## config.mk

```make
export PLATFORM = sky130hd
export DESIGN_NAME = fam_front
export DESIGN_NICKNAME = d
export VERILOG_FILES = /design/src/rtl/fam_pkg.sv /design/src/rtl/fam_front.sv
export SDC_FILE = /design/constraint.sdc
export NUM_CORES = 1
export LEC_CHECK = 0
export ABC_AREA = 1
export ABC_CLOCK_PERIOD_IN_PS = 5600
export BUFFER_PORTS_ARGS = -buffer_cell sky130_fd_sc_hd__buf_4
export CAP_MARGIN = 40
export CORE_MARGIN = 2
export CORE_UTILIZATION = 40
export DETAILED_ROUTE_END_ITERATION = 10
export PLACE_DENSITY = 0.51
export SETUP_SLACK_MARGIN = 0.2
export SYNTH_ARGS = -nofsm -noshare
export SYNTH_HDL_FRONTEND = slang
export SYNTH_SLANG_ARGS = --single-unit
```

## constraint.sdc

```tcl
create_clock -name clock -period 5.6 [get_ports clock]
set_clock_uncertainty 0.05 [all_clocks]
set_input_delay 0.56 -clock clock [delete_from_list [all_inputs] [get_ports clock]]
set_output_delay 0.56 -clock clock [all_outputs]
set_load 0.005 [all_outputs]
```

## src/rtl/fam_pkg.sv

```systemverilog
// Fuzzy ARTMAP classifier: shared types, state codes and result codes.
// No dependencies; used by fam_front, fam_back and the top level.
`timescale 1ns / 1ps

package fam_pkg;

   typedef struct packed {
      logic        func;
      logic [15:0] element_value;
      logic [3:0]  label;
      logic        last_element;
   } req_type;

   typedef struct packed {
      logic [2:0]  status;
      logic [3:0]  predicted_label;
      logic [4:0]  category;
      logic [15:0] match_value;
   } rsp_type;

   // one queued vector: mode and target label from its final element
   typedef struct packed {
      logic       func;
      logic [3:0] label;
   } cmd_type;

   typedef struct packed {
      logic [15:0] vigilance;
      logic [15:0] choice_bias;
      logic [15:0] tracking_step;
      logic [6:0]  vector_length;
      logic [4:0]  label_count;
   } cfg_type;

   localparam logic [2:0] CSR_VIGILANCE     = 3'd0;
   localparam logic [2:0] CSR_CHOICE_BIAS   = 3'd1;
   localparam logic [2:0] CSR_TRACKING_STEP = 3'd2;
   localparam logic [2:0] CSR_VECTOR_LENGTH = 3'd3;
   localparam logic [2:0] CSR_LABEL_COUNT   = 3'd4;

   localparam logic [2:0] STAT_CLASSIFIED   = 3'd0;
   localparam logic [2:0] STAT_UNCLASSIFIED = 3'd1;
   localparam logic [2:0] STAT_LEARNED      = 3'd2;
   localparam logic [2:0] STAT_COMMITTED    = 3'd3;
   localparam logic [2:0] STAT_FULL         = 3'd4;

   localparam logic FUNC_LEARN = 1'b1;

   localparam logic [15:0] Q16_ONE = 16'hFFFF;

   typedef enum logic [4:0] {
      ST_WIPE,
      ST_IDLE,
      ST_NORM,
      ST_SEARCH,
      ST_TRY,
      ST_SCAN,
      ST_NODE_SUM,
      ST_NODE_DIV,
      ST_COMPARE,
      ST_MATCH,
      ST_MATCH_DIV,
      ST_CHECK,
      ST_PREDICT,
      ST_NOT_FOUND,
      ST_COMMIT,
      ST_LEARN_MAP,
      ST_LEARN,
      ST_RESULT
   } state_type;

endpackage

```

## src/rtl/fam_front.sv

```systemverilog
// Front end: takes element requests, fills the input buffer, queues a vector.
// Depends on fam_pkg; feeds fam_back through a one-entry command queue.
`timescale 1ns / 1ps

module fam_front #(
   parameter int MAX_INPUTS = 64,
   localparam int IW = (MAX_INPUTS > 1) ? $clog2(MAX_INPUTS) : 1
) (
   input  logic                   clock,
   input  logic                   reset,
   input  logic                   start,
   input  fam_pkg::req_type       req,
   output logic                   busy,
   input  logic                   back_busy,
   output logic                   cmd_valid,
   output fam_pkg::cmd_type       cmd,
   input  logic                   cmd_pop,
   input  logic [IW-1:0]          rd_addr,
   output logic [15:0]            rd_data
);

   logic [15:0]      buf_mem [MAX_INPUTS];
   logic [15:0]      rd_data_ff;
   logic [IW-1:0]    load_idx_ff, load_idx_in;
   logic             q_v_ff, q_v_in;
   fam_pkg::cmd_type cmd_ff, cmd_in;
   logic             accept;

   // buffer must stay still while the back end walks it
   assign busy   = q_v_ff | back_busy;
   assign accept = start & ~busy;

   always_comb begin
      load_idx_in = load_idx_ff;
      q_v_in      = q_v_ff;
      cmd_in      = cmd_ff;
      if (cmd_pop) q_v_in = 1'b0;
      if (accept) begin
         if (req.last_element) begin
            load_idx_in = '0;
            q_v_in      = 1'b1;
            cmd_in.func  = req.func;
            cmd_in.label = req.label;
         end else if (load_idx_ff == IW'(MAX_INPUTS - 1)) begin
            load_idx_in = '0;
         end else begin
            load_idx_in = load_idx_ff + 1'b1;
         end
      end
   end

   always_ff @(posedge clock) begin
      if (reset) begin
         load_idx_ff <= '0;
         q_v_ff      <= 1'b0;
      end else begin
         load_idx_ff <= load_idx_in;
         q_v_ff      <= q_v_in;
      end
      cmd_ff <= cmd_in;
   end

   always_ff @(posedge clock) begin
      if (accept) buf_mem[load_idx_ff] <= req.element_value;
      rd_data_ff <= buf_mem[rd_addr];
   end

   assign cmd_valid = q_v_ff;
   assign cmd       = cmd_ff;
   assign rd_data   = rd_data_ff;

endmodule

```

==> metrics.md <==
| Metric | Value |
|---|---|
| Num ports | `56` |
| Leakage | `0.0172 uW` |
| Placed instance area | `44300 sq um` |
| Pwr dens | `355 nW/um^2` |
| Vias per cell | `5.30` |
| # fillers | `9615` |
| DR iter-0 viols | `2340` |
| Crit path top cell by count | `inv_1` |
| Post-synth cell types | `24` |
| Post-synthesis net count | `3604` |
| Die boundary width | `331 um` |
| Mapped cell area | `42700 sq um` |
| Crit-path cells | `inv_1 -> nand3_1 -> inv_1 -> nand4_1 -> nor2_2 -> buf_6` |
| Hpwl dp | `64500 um` |
| Fin area | `48000 sq um` |
| Peak VDD IR | `0.243 mV` |
| Final Hold Viols | `0` |
| IO buf count | `55` |
| Max incr delay on CP | `0.72 ns` |
| Grt ovf | `0` |
| Yosys warns | `0` |
| Layout area overhead | `12.6%` |
| Initial Util | `40.4%` |
| TritonRoute pass-1 iters | `5` |
| RSZ-0062 raised after global routing | `no` |
| Worst path arrival time | `3.58 ns` |
| Gpl congestion | `0.834` |
| Final max-slew violation count | `0` |
| Root Driver | `clkbuf_16` |
| CP endpoint kind | `register` |
| Register area share after synthesis | `73.5%` |
| Drt total wl | `118000 um` |
| CP Launch Type | `register` |
| Min Tclk post-route | `3.22 ns` |
| Initial antenna violation count | `2` |
| HP Class | `input pin to register` |
| Rows | `119` |
| Worst path required time | `5.95 ns` |
| Setup bufs post-CTS | `0` |
| Number of buffers created by CTS | `111` |
| Reg clk slew, reported paths | `0.06 ns` |
| CTS resizes | `0` |
| Vias in the first global route | `25303` |
| Synthesis-stage register bit count | `1052` |
| Mapped Avg Cell Area | `11.9 sq um` |
| MaxCap Viol Count | `0` |
| Pin count of the biggest net entering global routing | `185` |
| Clock sinks | `1052` |
| Routed Antenna Nets | `0` |
| CTS Hold Bufs | `5` |
| Residual DRC count | `0` |
| CTS H-tree lvls | `3` |
| Slew HR | `37.6%` |
| Setup TNS | `0 ns` |
| Die height | `331 um` |
| TritonCTS clock tree | `yes` |
| Final worst-path cycle share | `57.6%` |
| DR WL/cell | `23.2 um` |
| Mapped Cells | `3570` |
| Max clock buf depth | `3` |
| Outcome | `complete, no violations` |
| Type of the worst setup path | `register to register` |
| Final setup fails | `0` |
| Nets@finish | `3643` |
| Gr usage total | `21.7%` |
| Share of cells above drive strength 1 | `9.00%` |
| Fmax | `0.310 GHz` |
| Core area | `106000 sq um` |
| Die area | `109000 sq um` |
| Insertion delay to the later sink of the worst-skew pair | `0.70 ns` |
| Actual slew at the worst max-slew pin | `0.936 ns` |
| Wire length of the first global-routing pass | `174000 um` |
| Routed vias | `26967` |
| Crit-path slowest cell | `nand4_1` |
| CP Max Fanout | `12` |
[critical path: cells and delay by family, from the launching register on]
kind	cells	cell delay, ns
buf+inv	3	0.76
flops	1	0.31
simple gates	3	1.82
[logic make-up after synthesis]
group / count (synthesis) / synth area share (%)
adder cells (fa/ha/maj): 1 / 0.0293
AND/OR/NAND/NOR: 2261 / 22.5
AO/OA/AOI/OAI: 8 / 0.126
buffers and inverters: 248 / 3.78
flip-flops: 1052 / 73.5
[state kept, by name, summed over array words and instances (netlist names)]
signal / cells
rd_data: 16
cmd_valid: 1
load_idx_ff: 6
cmd: 5
buf_mem: 1024
[cell usage after synthesis]
cell type / instances / share of area [%]
inv_8: 1 / 0.026
nor2_1: 65 / 0.57
nand2_1: 1309 / 12
o21a_1: 1 / 0.018
nand4_1: 6 / 0.088
nor4_1: 6 / 0.088
clkbuf_1: 24 / 0.21
o211ai_1: 1 / 0.018
nor3_1: 3 / 0.035
a31oi_1: 1 / 0.015
buf_1: 11 / 0.097
a21oi_1: 2 / 0.023
buf_6: 58 / 1.5
nor3b_1: 1 / 0.018
buf_8: 2 / 0.070
inv_1: 18 / 0.16
a211oi_1: 3 / 0.053
buf_2: 112 / 1.3
edfxtp_1: 1029 / 72
inv_2: 2 / 0.018
buf_4: 20 / 0.35
nand3_1: 871 / 10
dfxtp_1: 23 / 1.1
ha_1: 1 / 0.029
[layout by cell type (no fill, tap or decap), types with 3 or more instances in the layout]
cell	instances
nand2_1	1309
edfxtp_1	1029
nand3_1	871
buf_4	122
clkbuf_16	111
nor2_1	51
clkbuf_1	26
dfxtp_1	23
inv_1	17
clkbuf_8	17
clkinv_2	15
clkinv_1	15
nor2_2	14
buf_8	12
bufinv_16	9
buf_12	7
nand4_1	6
nor4_2	6
dlygate4sd3_1	5
buf_6	5
diode_2	3
inv_16	3
nor3_1	3
a211oi_1	3
[layout make-up]
type	count	area, sq um	area share [%]
Tap cell	1391	1740	3.62
Antenna cell	3	7.51	0.0156
Timing Repair Buffer	153	1400	2.91
Clock inverter	48	562	1.17
Clock buffer	154	3110	6.47
Multi-Input combinational cell	2270	9750	20.3
Inverter	21	106	0.221
Sequential cell	1052	31400	65.3
[routing by layer]
metal	GRT usage, %	up-vias	share of wire, %
li1	-	12646	-
met1	32.3	13341	46
met2	33.1	798	45
met3	3.51	178	5.9
met4	5.60	4	2.5
met5	0	-	0.025
[worst paths after layout]
path	start	endpoint	slack, ns	cells past startpoint
worst max register to register	cmd_valid$_SDFF_PP0_	buf_mem[27][7]$_DFFE_PP_	2.38	6
worst min-delay path	cmd_pop	cmd_valid$_SDFF_PP0_	0.16	3
worst max-delay path	cmd_valid$_SDFF_PP0_	buf_mem[27][7]$_DFFE_PP_	2.38	6
worst min register to register	cmd_valid$_SDFF_PP0_	cmd_valid$_SDFF_PP0_	0.57	3
[power by group]
part | internal, uW | switching [uW] | leakage [uW]
Clock | 4290 | 3080 | 0.00179
Combinational | 239 | 744 | 0.00595
Sequential | 8670 | 31.8 | 0.00944
[through the flow]
step | util [%] | std cells | worst slack, ns | hold WS [ns] | power (uW)
final | 45.5 | 5092 | 2.38 | 0.157 | 17100
after global routing | 45.5 | 5089 | 2.29 | 0.155 | 17600
after CTS | 45.5 | 5089 | 2.52 | 0.117 | 17200
after detailed placement | 42.0 | 4882 | 2.19 | 0.541 | 9850
after global placement | 41.7 | 4865 | 2.01 | 0.538 | 9840
after floorplan | - | 3570 | 2.47 | 0.491 | 9400
No activity file was read; power rests on OpenSTA's default activity.
